`src/rtl/asc_pkg.sv`:
```
// Shared types and constants for the alternating signal coordinator.
package asc_pkg;

    localparam int unsigned TimeW = 32;
    localparam int unsigned CfgIdxW = 3;

    localparam logic [TimeW-1:0] ClearanceRst = 32'd15000;
    localparam logic [TimeW-1:0] AckTimeoutRst = 32'd9000;
    localparam logic [TimeW-1:0] HeartbeatRst = 32'd2000;
    localparam logic [TimeW-1:0] LinkLossRst = 32'd9000;
    localparam logic [TimeW-1:0] LinkActiveRst = 32'd5000;

    localparam logic [CfgIdxW-1:0] CfgClearance = 3'd0;
    localparam logic [CfgIdxW-1:0] CfgAckTimeout = 3'd1;
    localparam logic [CfgIdxW-1:0] CfgHeartbeat = 3'd2;
    localparam logic [CfgIdxW-1:0] CfgLinkLoss = 3'd3;
    localparam logic [CfgIdxW-1:0] CfgLinkActive = 3'd4;

    localparam logic [2:0] CmdUpdate = 3'd0;
    localparam logic [2:0] CmdChange = 3'd1;
    localparam logic [2:0] CmdRestart = 3'd2;
    localparam logic [2:0] CmdFault = 3'd3;
    localparam logic [2:0] CmdAllRed = 3'd4;

    localparam logic [2:0] MsgPing = 3'd1;
    localparam logic [2:0] MsgPong = 3'd2;
    localparam logic [2:0] MsgAckGreen = 3'd3;
    localparam logic [2:0] MsgAckRed = 3'd4;

    localparam logic [1:0] ColRed = 2'd0;
    localparam logic [1:0] ColGreen = 2'd2;
    localparam logic [1:0] ColFault = 2'd3;

    localparam logic [1:0] OrdNone = 2'd0;
    localparam logic [1:0] OrdGreen = 2'd1;
    localparam logic [1:0] OrdRed = 2'd2;

    localparam logic [1:0] ActNone = 2'd0;
    localparam logic [1:0] ActRed = 2'd1;
    localparam logic [1:0] ActGreen = 2'd2;
    localparam logic [1:0] ActFault = 2'd3;

    typedef enum logic [3:0] {
        PH_IDLE = 4'd0,
        PH_INIT_WAIT = 4'd1,
        PH_M_TO_RED = 4'd2,
        PH_WAIT_AFTER_M = 4'd3,
        PH_ACK_GREEN = 4'd4,
        PH_ACK_RED = 4'd5,
        PH_WAIT_AFTER_S = 4'd6,
        PH_M_TO_GREEN = 4'd7,
        PH_FAULT = 4'd8
    } t_phase;

    typedef enum logic [1:0] {
        OWN_NONE = 2'd0,
        OWN_MASTER = 2'd1,
        OWN_SLAVE = 2'd2
    } t_owner;

    typedef struct packed {
        logic [TimeW-1:0] clearance_ms;
        logic [TimeW-1:0] ack_timeout_ms;
        logic [TimeW-1:0] heartbeat_ms;
        logic [TimeW-1:0] link_loss_ms;
        logic [TimeW-1:0] link_active_ms;
    } t_cfg;

    typedef struct packed {
        logic [2:0] command;
        logic [TimeW-1:0] now_ms;
        logic [2:0] rx_message;
        logic local_stable;
        logic [1:0] local_color;
    } t_item;

    typedef struct packed {
        logic send_pong;
        logic send_ping;
        logic [1:0] send_order;
        logic [1:0] light_action;
        logic ready_idle;
        logic comm_lost;
        logic link_ok;
        logic comm_active;
    } t_result;

endpackage

```
`src/rtl/alternating_signal_coordinator_top.sv`:
```
// Path: an accepted item passes the input register, then the result register, before
// o_out_valid rises. Throughput: one item per cycle unless the output stalls; the
// coordinator state updates in a single pass per item. While a finished result waits,
// the input register takes at most one more item, then stalls.
// Reset is synchronous and active low: it empties both registers, returns the coordinator
// to idle with no green owner and all times unset, and restores the default timing values.
module alternating_signal_coordinator_top import asc_pkg::*; (
    input  logic               i_clk,
    input  logic               i_rst_n,
    input  logic               i_cfg_we,
    input  logic [CfgIdxW-1:0] i_cfg_idx,
    input  logic [TimeW-1:0]   i_cfg_data,
    input  logic               i_in_valid,
    output logic               o_in_ready,
    input  logic [2:0]         i_command,
    input  logic [TimeW-1:0]   i_now_ms,
    input  logic [2:0]         i_rx_message,
    input  logic               i_local_stable,
    input  logic [1:0]         i_local_color,
    output logic               o_out_valid,
    input  logic               i_out_ready,
    output logic               o_send_pong,
    output logic               o_send_ping,
    output logic [1:0]         o_send_order,
    output logic [1:0]         o_light_action,
    output logic               o_ready_idle,
    output logic               o_comm_lost,
    output logic               o_link_ok,
    output logic               o_comm_active
);

    t_cfg    r_cfg;
    t_item   in_item;
    t_item   stage_item;
    logic    stage_valid;
    logic    fire;
    logic    out_free;
    t_result step_result;
    t_result r_result;
    logic    r_out_valid;

    assign in_item.command      = i_command;
    assign in_item.now_ms       = i_now_ms;
    assign in_item.rx_message   = i_rx_message;
    assign in_item.local_stable = i_local_stable;
    assign in_item.local_color  = i_local_color;

    assign out_free = !r_out_valid || i_out_ready;
    assign fire     = stage_valid && out_free;

    always_ff @(posedge i_clk) begin
        if (!i_rst_n) begin
            r_cfg.clearance_ms   <= ClearanceRst;
            r_cfg.ack_timeout_ms <= AckTimeoutRst;
            r_cfg.heartbeat_ms   <= HeartbeatRst;
            r_cfg.link_loss_ms   <= LinkLossRst;
            r_cfg.link_active_ms <= LinkActiveRst;
        end else if (i_cfg_we) begin
            case (i_cfg_idx)
                CfgClearance:  r_cfg.clearance_ms   <= i_cfg_data;
                CfgAckTimeout: r_cfg.ack_timeout_ms <= i_cfg_data;
                CfgHeartbeat:  r_cfg.heartbeat_ms   <= i_cfg_data;
                CfgLinkLoss:   r_cfg.link_loss_ms   <= i_cfg_data;
                CfgLinkActive: r_cfg.link_active_ms <= i_cfg_data;
                default: begin
                end
            endcase
        end
    end

    asc_in_reg u_in_reg (
        .i_clk   (i_clk),
        .i_rst_n (i_rst_n),
        .i_valid (i_in_valid),
        .o_ready (o_in_ready),
        .i_item  (in_item),
        .o_valid (stage_valid),
        .i_take  (fire),
        .o_item  (stage_item)
    );

    asc_step u_step (
        .i_clk    (i_clk),
        .i_rst_n  (i_rst_n),
        .i_fire   (fire),
        .i_item   (stage_item),
        .i_cfg    (r_cfg),
        .o_result (step_result)
    );

    always_ff @(posedge i_clk) begin
        if (!i_rst_n) begin
            r_out_valid <= 1'b0;
        end else if (out_free) begin
            r_out_valid <= stage_valid;
        end
    end

    always_ff @(posedge i_clk) begin
        if (fire) begin
            r_result <= step_result;
        end
    end

    assign o_out_valid    = r_out_valid;
    assign o_send_pong    = r_result.send_pong;
    assign o_send_ping    = r_result.send_ping;
    assign o_send_order   = r_result.send_order;
    assign o_light_action = r_result.light_action;
    assign o_ready_idle   = r_result.ready_idle;
    assign o_comm_lost    = r_result.comm_lost;
    assign o_link_ok      = r_result.link_ok;
    assign o_comm_active  = r_result.comm_active;

endmodule

```
`src/rtl/asc_in_reg.sv`:
```
// Input register stage that captures one item per transfer.
module asc_in_reg import asc_pkg::*; (
    input  logic  i_clk,
    input  logic  i_rst_n,
    input  logic  i_valid,
    output logic  o_ready,
    input  t_item i_item,
    output logic  o_valid,
    input  logic  i_take,
    output t_item o_item
);

    logic  r_valid;
    t_item r_item;

    assign o_ready = !r_valid || i_take;
    assign o_valid = r_valid;
    assign o_item  = r_item;

    always_ff @(posedge i_clk) begin
        if (!i_rst_n) begin
            r_valid <= 1'b0;
        end else if (o_ready) begin
            r_valid <= i_valid;
        end
    end

    always_ff @(posedge i_clk) begin
        if (i_valid && o_ready) begin
            r_item <= i_item;
        end
    end

endmodule

```
`src/rtl/asc_step.sv`:
```
// Coordinator state and the single-pass step logic for one item.
module asc_step import asc_pkg::*; (
    input  logic    i_clk,
    input  logic    i_rst_n,
    input  logic    i_fire,
    input  t_item   i_item,
    input  t_cfg    i_cfg,
    output t_result o_result
);

    t_phase r_phase, n_phase;
    t_owner r_owner, n_owner;
    logic   r_hs, n_hs;
    logic [TimeW-1:0] r_last_ping, n_last_ping;
    logic [TimeW-1:0] r_last_pong, n_last_pong;
    logic [TimeW-1:0] r_ack_start, n_ack_start;
    logic [TimeW-1:0] r_clr_start, n_clr_start;
    logic [TimeW-1:0] r_loss_start, n_loss_start;

    logic [TimeW-1:0] now;
    logic is_ping;
    logic is_pong;
    logic hs_a;
    logic [TimeW-1:0] ping_a;
    logic hb_due;
    logic hb_loss;
    logic hb_recover;
    t_phase phase_mid;
    t_owner owner_mid;
    logic clr_done;
    logic ack_late;

    assign now       = i_item.now_ms;
    assign is_ping   = (i_item.rx_message == MsgPing);
    assign is_pong   = (i_item.rx_message == MsgPong);
    assign hs_a      = r_hs || is_pong;
    assign ping_a    = is_pong ? now : r_last_ping;
    assign hb_due    = (now - ping_a) > i_cfg.heartbeat_ms;
    assign hb_loss   = hb_due && !hs_a && (r_loss_start != '0)
                       && ((now - r_loss_start) > i_cfg.link_loss_ms);
    assign hb_recover = hb_due && hs_a && (r_phase == PH_FAULT);
    assign clr_done  = (now - r_clr_start) >= i_cfg.clearance_ms;
    assign ack_late  = (now - r_ack_start) > i_cfg.ack_timeout_ms;

    always_comb begin
        phase_mid = r_phase;
        owner_mid = r_owner;
        if (hb_loss) begin
            phase_mid = PH_FAULT;
        end else if (hb_recover) begin
            phase_mid = PH_IDLE;
            owner_mid = OWN_NONE;
        end
    end

    // Next state.
    always_comb begin
        n_phase      = r_phase;
        n_owner      = r_owner;
        n_hs         = r_hs;
        n_last_ping  = r_last_ping;
        n_last_pong  = r_last_pong;
        n_ack_start  = r_ack_start;
        n_clr_start  = r_clr_start;
        n_loss_start = r_loss_start;
        case (i_item.command)
            CmdUpdate: begin
                n_hs        = hs_a;
                n_last_ping = ping_a;
                if (is_pong) begin
                    n_last_pong = now;
                end
                if (hb_due) begin
                    n_last_ping = now;
                    if (!hs_a) begin
                        if (r_loss_start == '0) begin
                            n_loss_start = now;
                        end
                    end else begin
                        n_hs         = 1'b0;
                        n_loss_start = '0;
                    end
                end
                n_phase = phase_mid;
                n_owner = owner_mid;
                case (phase_mid)
                    PH_INIT_WAIT, PH_WAIT_AFTER_M: begin
                        if (clr_done) begin
                            n_ack_start = now;
                            n_phase     = PH_ACK_GREEN;
                        end
                    end
                    PH_M_TO_RED: begin
                        if (i_item.local_stable && i_item.local_color == ColRed) begin
                            n_clr_start = now;
                            n_phase     = PH_WAIT_AFTER_M;
                        end
                    end
                    PH_ACK_GREEN: begin
                        if (i_item.rx_message == MsgAckGreen) begin
                            n_owner = OWN_SLAVE;
                            n_phase = PH_IDLE;
                        end else if (ack_late) begin
                            n_phase = PH_FAULT;
                        end
                    end
                    PH_ACK_RED: begin
                        if (i_item.rx_message == MsgAckRed) begin
                            n_clr_start = now;
                            n_phase     = PH_WAIT_AFTER_S;
                        end else if (ack_late) begin
                            n_phase = PH_FAULT;
                        end
                    end
                    PH_WAIT_AFTER_S: begin
                        if (clr_done) begin
                            n_phase = PH_M_TO_GREEN;
                        end
                    end
                    PH_M_TO_GREEN: begin
                        if (i_item.local_stable && i_item.local_color == ColGreen) begin
                            n_owner = OWN_MASTER;
                            n_phase = PH_IDLE;
                        end
                    end
                    default: begin
                    end
                endcase
            end
            CmdChange: begin
                if (r_phase == PH_IDLE) begin
                    case (r_owner)
                        OWN_NONE: begin
                            n_clr_start = now;
                            n_phase     = PH_INIT_WAIT;
                        end
                        OWN_MASTER: begin
                            n_phase = PH_M_TO_RED;
                        end
                        OWN_SLAVE: begin
                            n_ack_start = now;
                            n_phase     = PH_ACK_RED;
                        end
                        default: begin
                        end
                    endcase
                end
            end
            CmdRestart: begin
                n_hs        = 1'b0;
                n_phase     = PH_IDLE;
                n_owner     = OWN_NONE;
                n_last_ping = '0;
            end
            CmdFault: begin
                n_phase = PH_FAULT;
            end
            CmdAllRed: begin
                n_phase = PH_IDLE;
                n_owner = OWN_NONE;
            end
            default: begin
            end
        endcase
    end

    // Result fields.
    always_comb begin
        o_result = '0;
        case (i_item.command)
            CmdUpdate: begin
                o_result.send_pong = is_ping;
                o_result.send_ping = hb_due;
                if (hb_recover) begin
                    o_result.light_action = ActRed;
                end
                case (phase_mid)
                    PH_INIT_WAIT, PH_WAIT_AFTER_M: begin
                        if (clr_done) begin
                            o_result.send_order = OrdGreen;
                        end
                    end
                    PH_WAIT_AFTER_S: begin
                        if (clr_done) begin
                            o_result.light_action = ActGreen;
                        end
                    end
                    PH_FAULT: begin
                        if (i_item.local_color != ColFault) begin
                            o_result.light_action = ActFault;
                        end
                    end
                    default: begin
                    end
                endcase
            end
            CmdChange: begin
                if (r_phase == PH_IDLE && r_owner == OWN_MASTER) begin
                    o_result.light_action = ActRed;
                end
                if (r_phase == PH_IDLE && r_owner == OWN_SLAVE) begin
                    o_result.send_order = OrdRed;
                end
            end
            CmdFault: begin
                if (i_item.local_color != ColFault) begin
                    o_result.light_action = ActFault;
                end
            end
            CmdAllRed: begin
                o_result.send_order   = OrdRed;
                o_result.light_action = ActRed;
            end
            default: begin
            end
        endcase
        o_result.ready_idle  = (n_phase == PH_IDLE);
        o_result.comm_lost   = (n_phase == PH_FAULT);
        o_result.link_ok     = n_hs;
        o_result.comm_active = (n_last_pong != '0)
                               && ((now - n_last_pong) < i_cfg.link_active_ms);
    end

    always_ff @(posedge i_clk) begin
        if (!i_rst_n) begin
            r_phase      <= PH_IDLE;
            r_owner      <= OWN_NONE;
            r_hs         <= 1'b0;
            r_last_ping  <= '0;
            r_last_pong  <= '0;
            r_ack_start  <= '0;
            r_clr_start  <= '0;
            r_loss_start <= '0;
        end else if (i_fire) begin
            r_phase      <= n_phase;
            r_owner      <= n_owner;
            r_hs         <= n_hs;
            r_last_ping  <= n_last_ping;
            r_last_pong  <= n_last_pong;
            r_ack_start  <= n_ack_start;
            r_clr_start  <= n_clr_start;
            r_loss_start <= n_loss_start;
        end
    end

endmodule
```
`config.mk`:
```
export PLATFORM = sky130hd
export DESIGN_NAME = alternating_signal_coordinator_top
export DESIGN_NICKNAME = d
export VERILOG_FILES = /design/src/rtl/asc_pkg.sv /design/src/rtl/alternating_signal_coordinator_top.sv /design/src/rtl/asc_in_reg.sv /design/src/rtl/asc_step.sv
export SDC_FILE = /design/constraint.sdc
export NUM_CORES = 1
export LEC_CHECK = 0
export BUFFER_PORTS_ARGS = -buffer_cell sky130_fd_sc_hd__buf_2
export CORE_ASPECT_RATIO = 1.2
export CORE_UTILIZATION = 38
export DETAILED_ROUTE_END_ITERATION = 8
export PLACE_DENSITY = 0.62
export SLEW_MARGIN = 20
export SYNTH_ARGS = -nofsm -noshare
export SYNTH_HDL_FRONTEND = slang
export SYNTH_SLANG_ARGS = --single-unit
```
`constraint.sdc`:
```
create_clock -name i_clk -period 6.1 [get_ports i_clk]
set_input_delay 0.305 -clock i_clk [delete_from_list [all_inputs] [get_ports i_clk]]
set_output_delay 0.305 -clock i_clk [all_outputs]
set_load 0.02 [all_outputs]
```
* After elaboration in Yosys (flattened, before gate mapping) *
Cells that the tools add are included.

word-level totals
  logic and storage cells = 165
  output and inout bits = 12
  input bits = 81
  bits in registers = 380

operators by class
  eq/ne operators = 34
  magnitude comparators = 5
  add/sub/neg operators = 5
  reductions and logical operators = 43
  muxes and demuxes = 50

operators with widths
  operator            count
  $mux 32             14
  $pmux 32 s2         4
  $sub 32x32->32      5
  $gt 32x32->1        3
  $reduce_bool 32->1  2
  $mux 4              10
  $ge 32x32->1        1
  $logic_not 32->1    1
  $lt 32x32->1        1
  $pmux 4 s6          1
  $eq 3x2->1 const B  6
  $eq 4x3->1 const B  4
  $mux 2              8
  $pmux 4 s4          1
  $reduce_and 2->1    7
  $eq 4x4->1 const B  3
  $logic_and 1x1->1   12
  $pmux 2 s2          3
  $pmux 4 s3          1
  $eq 3x1->1 const B  3
  $eq 3x3->1 const B  3
  $eq 4x2->1 const B  2
  $logic_not 4->1     2
  $pmux 2 s4          1
  other kinds (19)    39

* Depth between registers and ports, before layout *
  word-level depth = 13
  mapped depth = 32
  mapped depth without buffers = 30

* By module *
Synthesis repeated with hierarchy kept, for this count alone.

unflattened totals
  cells, all modules = 3,088
  area, all modules = 26,693.1 µm²

modules (own cells, without submodules)
  module                              area an instance (µm²)  seq. area each (µm²)  instances  cells an instance
  asc_step                            19,064.5                3,343.2               1          2,459
  alternating_signal_coordinator_top  6,339.8                 3,523.4               1          583
  asc_in_reg                          1,288.7                 1,251.2               1          46

* Least setup slack after synthesis *
Ideal clock, no wire load.

  path kind = reg-to-reg
  start = register u_in_reg.r_item, in the netlist u_in_reg.o_item[5]
  end = register u_step.r_clr_start[10]
  library setup time = 0.072 ns
  arrival = 6.313 ns
  required time = 6.028 ns
  stages on the path, launching flop included = 27
  path slack = -0.285 ns
  clock period less this slack = 6.385 ns
  buffers on the path = 3
  cell sequence = edfxtp_1 > nor3b_1 > clkbuf_1 > clkbuf_1 > mux2i_1 > ha_1 > o21a_1 > o31a_1 > or4_4 > a41o_4 > a41oi_4 > o31a_1 > a211o_2 > a21oi_2 > o21a_1 > o22a_1 > xnor2_1 > ha_1 > nand4_1 > nor4_2 > o211ai_1 > a211oi_2 > a21oi_1 > and3b_1 > o21ai_2 > buf_4 > mux2i_1

on the way
  longest elaborated chain between the ends = 11
  elaborated cells between the ends (all ways) = 22
  classes of those cells = add/sub (1); order compare (1); eq/ne (7); mux (5); reduce/logical (8)

ends and longest elaborated chain
  what                                                       line                            source
  from (decl)                                                asc_in_reg.sv:14                t_item r_item;
  from (signal assigned)                                     asc_in_reg.sv:30                r_item <= i_item;
  $eq 3x2->1                                                 asc_step.sv:35                  assign is_pong = (i_item.rx_message == MsgPong);
  $mux 32                                                    asc_step.sv:37                  assign ping_a = is_pong ? now : r_last_ping;
  $sub 32x32->32                                             asc_step.sv:38                  assign hb_due = (now - ping_a) > i_cfg.heartbeat_ms;
  $gt 32x32->1                                               asc_step.sv:38
  $logic_and 1x1->1 (on tied branches) (2 in series)         asc_step.sv:41, asc_step.sv:39
  $mux 4 or $logic_and 1x1->1 (tied branches)                asc_step.sv:50, asc_step.sv:40
  $mux 4                                                     asc_step.sv:48                  if (hb_loss) begin
  $eq 4x3->1 or $eq 4x2->1 (tied branches)                   asc_step.sv:86                  case (phase_mid)
  $ne 3x2->1 (no line), or another cell as far along         -
  $reduce_and 7->1 (no line) or $pmux 32 s2 (tied branches)  -
  to (signal assigned)                                       asc_step.sv:241                 r_clr_start <= n_clr_start;
  to (decl)                                                  asc_step.sv:17                  logic [TimeW-1:0] r_clr_start, n_clr_start;

Several ways; a longest one is shown, not always the timed one.
A chain may end at the register's enable or synchronous reset.

* Worst setup path after layout *
  start = register u_in_reg.r_item, in the netlist u_in_reg.o_item[3]
  end = register u_step.r_clr_start[2]

The elaborated chain is that of the path after synthesis.

==> results.toml <==
[sta]
slew_headroom_pct = 9.93
finalSetupViolCount = 64
hold_slack_ns = 0.0530
hold_viol = 0
fin_crit_ns = 6.22
skew_ns = 0.0225
rsz0062_at_grt = "yes"
final_max_slew_viol_count = 0
clock.fmax_ghz = 0.161
setup_ws_ns = -0.120
fin_crit_sh_pct = 102
worstMarginPinSlew_ns = 1.35

[global_route]
grt_pass1_wl_mm = 122
grt_pass1_vias = 21845
antenna_found_initial = 1
grt_remaining_overflow = 0
grtUsageTotal_pct = 21.8
grt_max_degree = 254

[route]
routedWlPerCell_um = 18.0
drt_pass1_iterations = 5
finalWirelength_mm = 81.0
num_vias = 23507
drc = 0
postRouteAntennaNets = 0
drt_iter0_drc = 1500
via_per_inst = 5.24

[cells_and_area]
nFillCells = 6895
fin_area_um2 = 32300
antennaDiodeCount = 0
layout.nets = 3931
drive_above_1_share_pct = 14.1
area_growth_pct = 20.8

[clocking]
tritoncts = "yes"
cts.sinks = 380
clk_latency_ns = 0.60
clk_path_buf_depth = 3
cts.reportedPaths.clkPinSlew_ns = 0.06
cts-root-buf = "clkbuf_16"
htreeDepth = 2
numCtsBuffers = 46

[outcome]
violations = "setup timing"
status = "finished, violations left"

[placement]
portBuffers = 92
dp_hpwl_mm = 58.4
placed_area_um2 = 29200
gp_congestion = 0.929

[power_and_ir_drop]
p_leak_nw = 13.5
peakVddDrop_uv = 188
power_density_nw_per_um2 = 232
intPower_mw = 5.15
power_frac_seq_pct = 35.9
switching_share_pct = 31.2
clkPwrFrac_pct = 38.2
p_sw_mw = 2.33
pwr-share-comb_pct = 25.9

[hold_path]
min_to = "o_out_valid$_SDFFE_PN0P_"
hp-class = "input pin to flip-flop"
hold_depth = 3
hold_path_startpoint = "i_out_ready"

[floorplan]
pin_count = 93
rows = 106
initial_core_util_pct = 38.4
die_h_um = 293
die_w_um = 244
coreArea_um2 = 69600
die_area_um2 = 71400

[yosys]
netlist_area_um2 = 26700
synth.distinct_cells = 81
synth-edff-count = 51
synthTopCellsByCount = "nand2_1, dfxtp_1, ha_1, inv_1, a21boi_0"
ys_top_cells_by_area = "dfxtp_1, ha_1, nand2_1"
syn_inst = 3253
yosysMostFrequentCell = "nand2_1"
yosys_register_bits = 380
synthArstFlopShare_pct = 0
yosysWarnings = 0
synth_top_area_share_pct = 24.6
seq_area_frac_synth_pct = 30.4
synthesis.nets = 3653
synth_ff_type = "dfxtp_1"
synth.avg_cell_area_um2 = 8.22
synth.largest_area_cell = "dfxtp_1"

[worst_setup_path]
critPathSlowestCell = "or4_4"
r2r_end = "u_step.r_clr_start[2]$_SDFFE_PN0P_"
cp.required_ns = 6.61
cp-end-kind = "flip-flop"
worst_ep_arrival_time_ns = 6.73
r2r_cells = 30
crit_type = "flip-flop to flip-flop"
r2r_setup_slack_ns = -0.12
r2r-start = "u_in_reg.o_item[3]$_DFFE_PP_"
path_max_fanout = 8
path_common_cell = "buf_4"
cp-start-kind = "flip-flop"
slowest_delay_ns = 0.44

[run]
maxCapViolations = 0
## worst max path at each step
stage	start	end	slack (ns)	cells past startpoint
after floorplan	u_in_reg.o_item[5]$_DFFE_PP_	u_step.r_clr_start[10]$_SDFFE_PN0P_	0.01	26
after global placement	u_in_reg.o_item[3]$_DFFE_PP_	u_step.r_ack_start[24]$_SDFFE_PN0P_	-0.19	27
after detailed placement	u_in_reg.o_item[3]$_DFFE_PP_	u_step.r_ack_start[14]$_SDFFE_PN0P_	-0.42	28
after CTS	u_in_reg.o_item[5]$_DFFE_PP_	u_step.r_clr_start[2]$_SDFFE_PN0P_	-0.01	37
after global routing	u_in_reg.o_item[3]$_DFFE_PP_	u_step.r_ack_start[25]$_SDFFE_PN0P_	-0.40	31
final	u_in_reg.o_item[3]$_DFFE_PP_	u_step.r_clr_start[2]$_SDFFE_PN0P_	-0.12	30
## registers in the layout (all words and copies together) (netlist names)
| register | count |
|---|---|
| u_step.r_last_pong | 32 |
| u_step.r_last_ping | 32 |
| u_step.r_hs | 1 |
| u_step.r_ack_start | 32 |
| o_send_pong | 1 |
| u_step.r_loss_start | 32 |
| o_send_order | 2 |
| u_in_reg.o_item | 41 |
| o_link_ok | 1 |
| o_ready_idle | 1 |
| o_comm_lost | 1 |
| u_step.r_phase | 4 |
| u_in_reg.o_valid | 1 |
| o_light_action | 2 |
| o_send_ping | 1 |
| o_comm_active | 1 |
| u_step.r_owner | 2 |
| r_cfg | 160 |
| o_out_valid | 1 |
| u_step.r_clr_start | 32 |
## worst max-delay path: cells and delay by family (launching register included)
family | cells | cell delay (ns)
compound gates | 12 | 2.08
simple gates | 6 | 1.41
flops | 1 | 0.40
mux | 2 | 0.44
xor+xnor | 1 | 0.13
fa+ha+maj | 2 | 0.56
buf+inv | 7 | 1.09
## cells by family (layout without fill, tap and decap cells)
| group | count (synthesis) | in the layout | synth area share (%) |
|---|---|---|---|
| multiplexers | 125 | 125 | 4.69 |
| adder cells (fa/ha/maj) | 319 | 319 | 15.1 |
| AND/OR/NAND/NOR | 1025 | 1026 | 17.4 |
| AO/OA/AOI/OAI | 848 | 848 | 22.1 |
| buffers and inverters | 423 | 737 | 6.01 |
| flip-flops | 380 | 380 | 30.4 |
| XOR/XNOR | 133 | 133 | 4.36 |
## power by group through the flow
stage          clock [mW]  combinational, mW  sequential (mW)
2_1_floorplan           0               1.21             2.72
3_3_place_gp            0               1.74             2.74
3_5_place_dp            0               1.75             2.74
4_1_cts              2.93               1.83             2.68
5_1_grt              3.02               2.16             2.69
6_report             2.86               1.94             2.68
## layer usage
| layer | vias to the layer above | GRT usage (%) | part of all wire (%) |
|---|---|---|---|
| met1 | 10956 | 28.2 | 45 |
| met2 | 518 | 37.8 | 48 |
| li1 | 11908 | - | - |
| met3 | 125 | 2.39 | 4.4 |
| met5 | - | 0 | 0 |
| met4 | 0 | 6.52 | 2.9 |
## area by class of cell
class	instances	area, um^2	area share (%)
well taps	918	1150	3.56
clock inverters	26	279	0.864
flip-flops and latches	380	8120	25.2
inverters	294	1100	3.42
multi-input cells	2451	17500	54.1
repair buffers	358	2890	8.95
clock buffers	59	1270	3.95
## layout by cell type, fill, tap and decap left out, types with 51 or more instances in the layout
| cell | count |
|---|---|
| a21boi_0 | 202 |
| nand2_1 | 567 |
| nor2b_1 | 68 |
| nand3_1 | 64 |
| o21ai_0 | 89 |
| ha_1 | 311 |
| edfxtp_1 | 51 |
| nor2_1 | 112 |
| o211ai_1 | 72 |
| a21o_1 | 99 |
| mux2i_1 | 119 |
| inv_1 | 291 |
| clkbuf_16 | 52 |
| dfxtp_1 | 329 |
| xnor2_1 | 96 |
| buf_4 | 196 |
| a21oi_1 | 154 |
| buf_2 | 91 |
## repair_timing
action,4_1_cts,5_1_grt
pin swaps,24,33
setup endpoints to repair,143,143
gates cloned,2,7
hold buffers,42,0
resized for setup,28,94
setup buffers,33,21
endpoints found under the hold margin,42,0
## per-stage QoR
stage                     TNS [ns]  util, %  instances  setup slack, ns  power, mW
after floorplan                  0        -       3253           0.0117       3.93
after global placement       -9.53     42.0       4300           -0.193       4.48
after detailed placement    -36.25     42.0       4300           -0.416       4.49
after CTS                  -0.0110     45.4       4461          -0.0110       7.44
after global routing        -23.80     46.4       4486           -0.397       7.86
final                        -4.42     46.4       4486           -0.120       7.48
No activity file was read; power rests on OpenSTA's default activity.
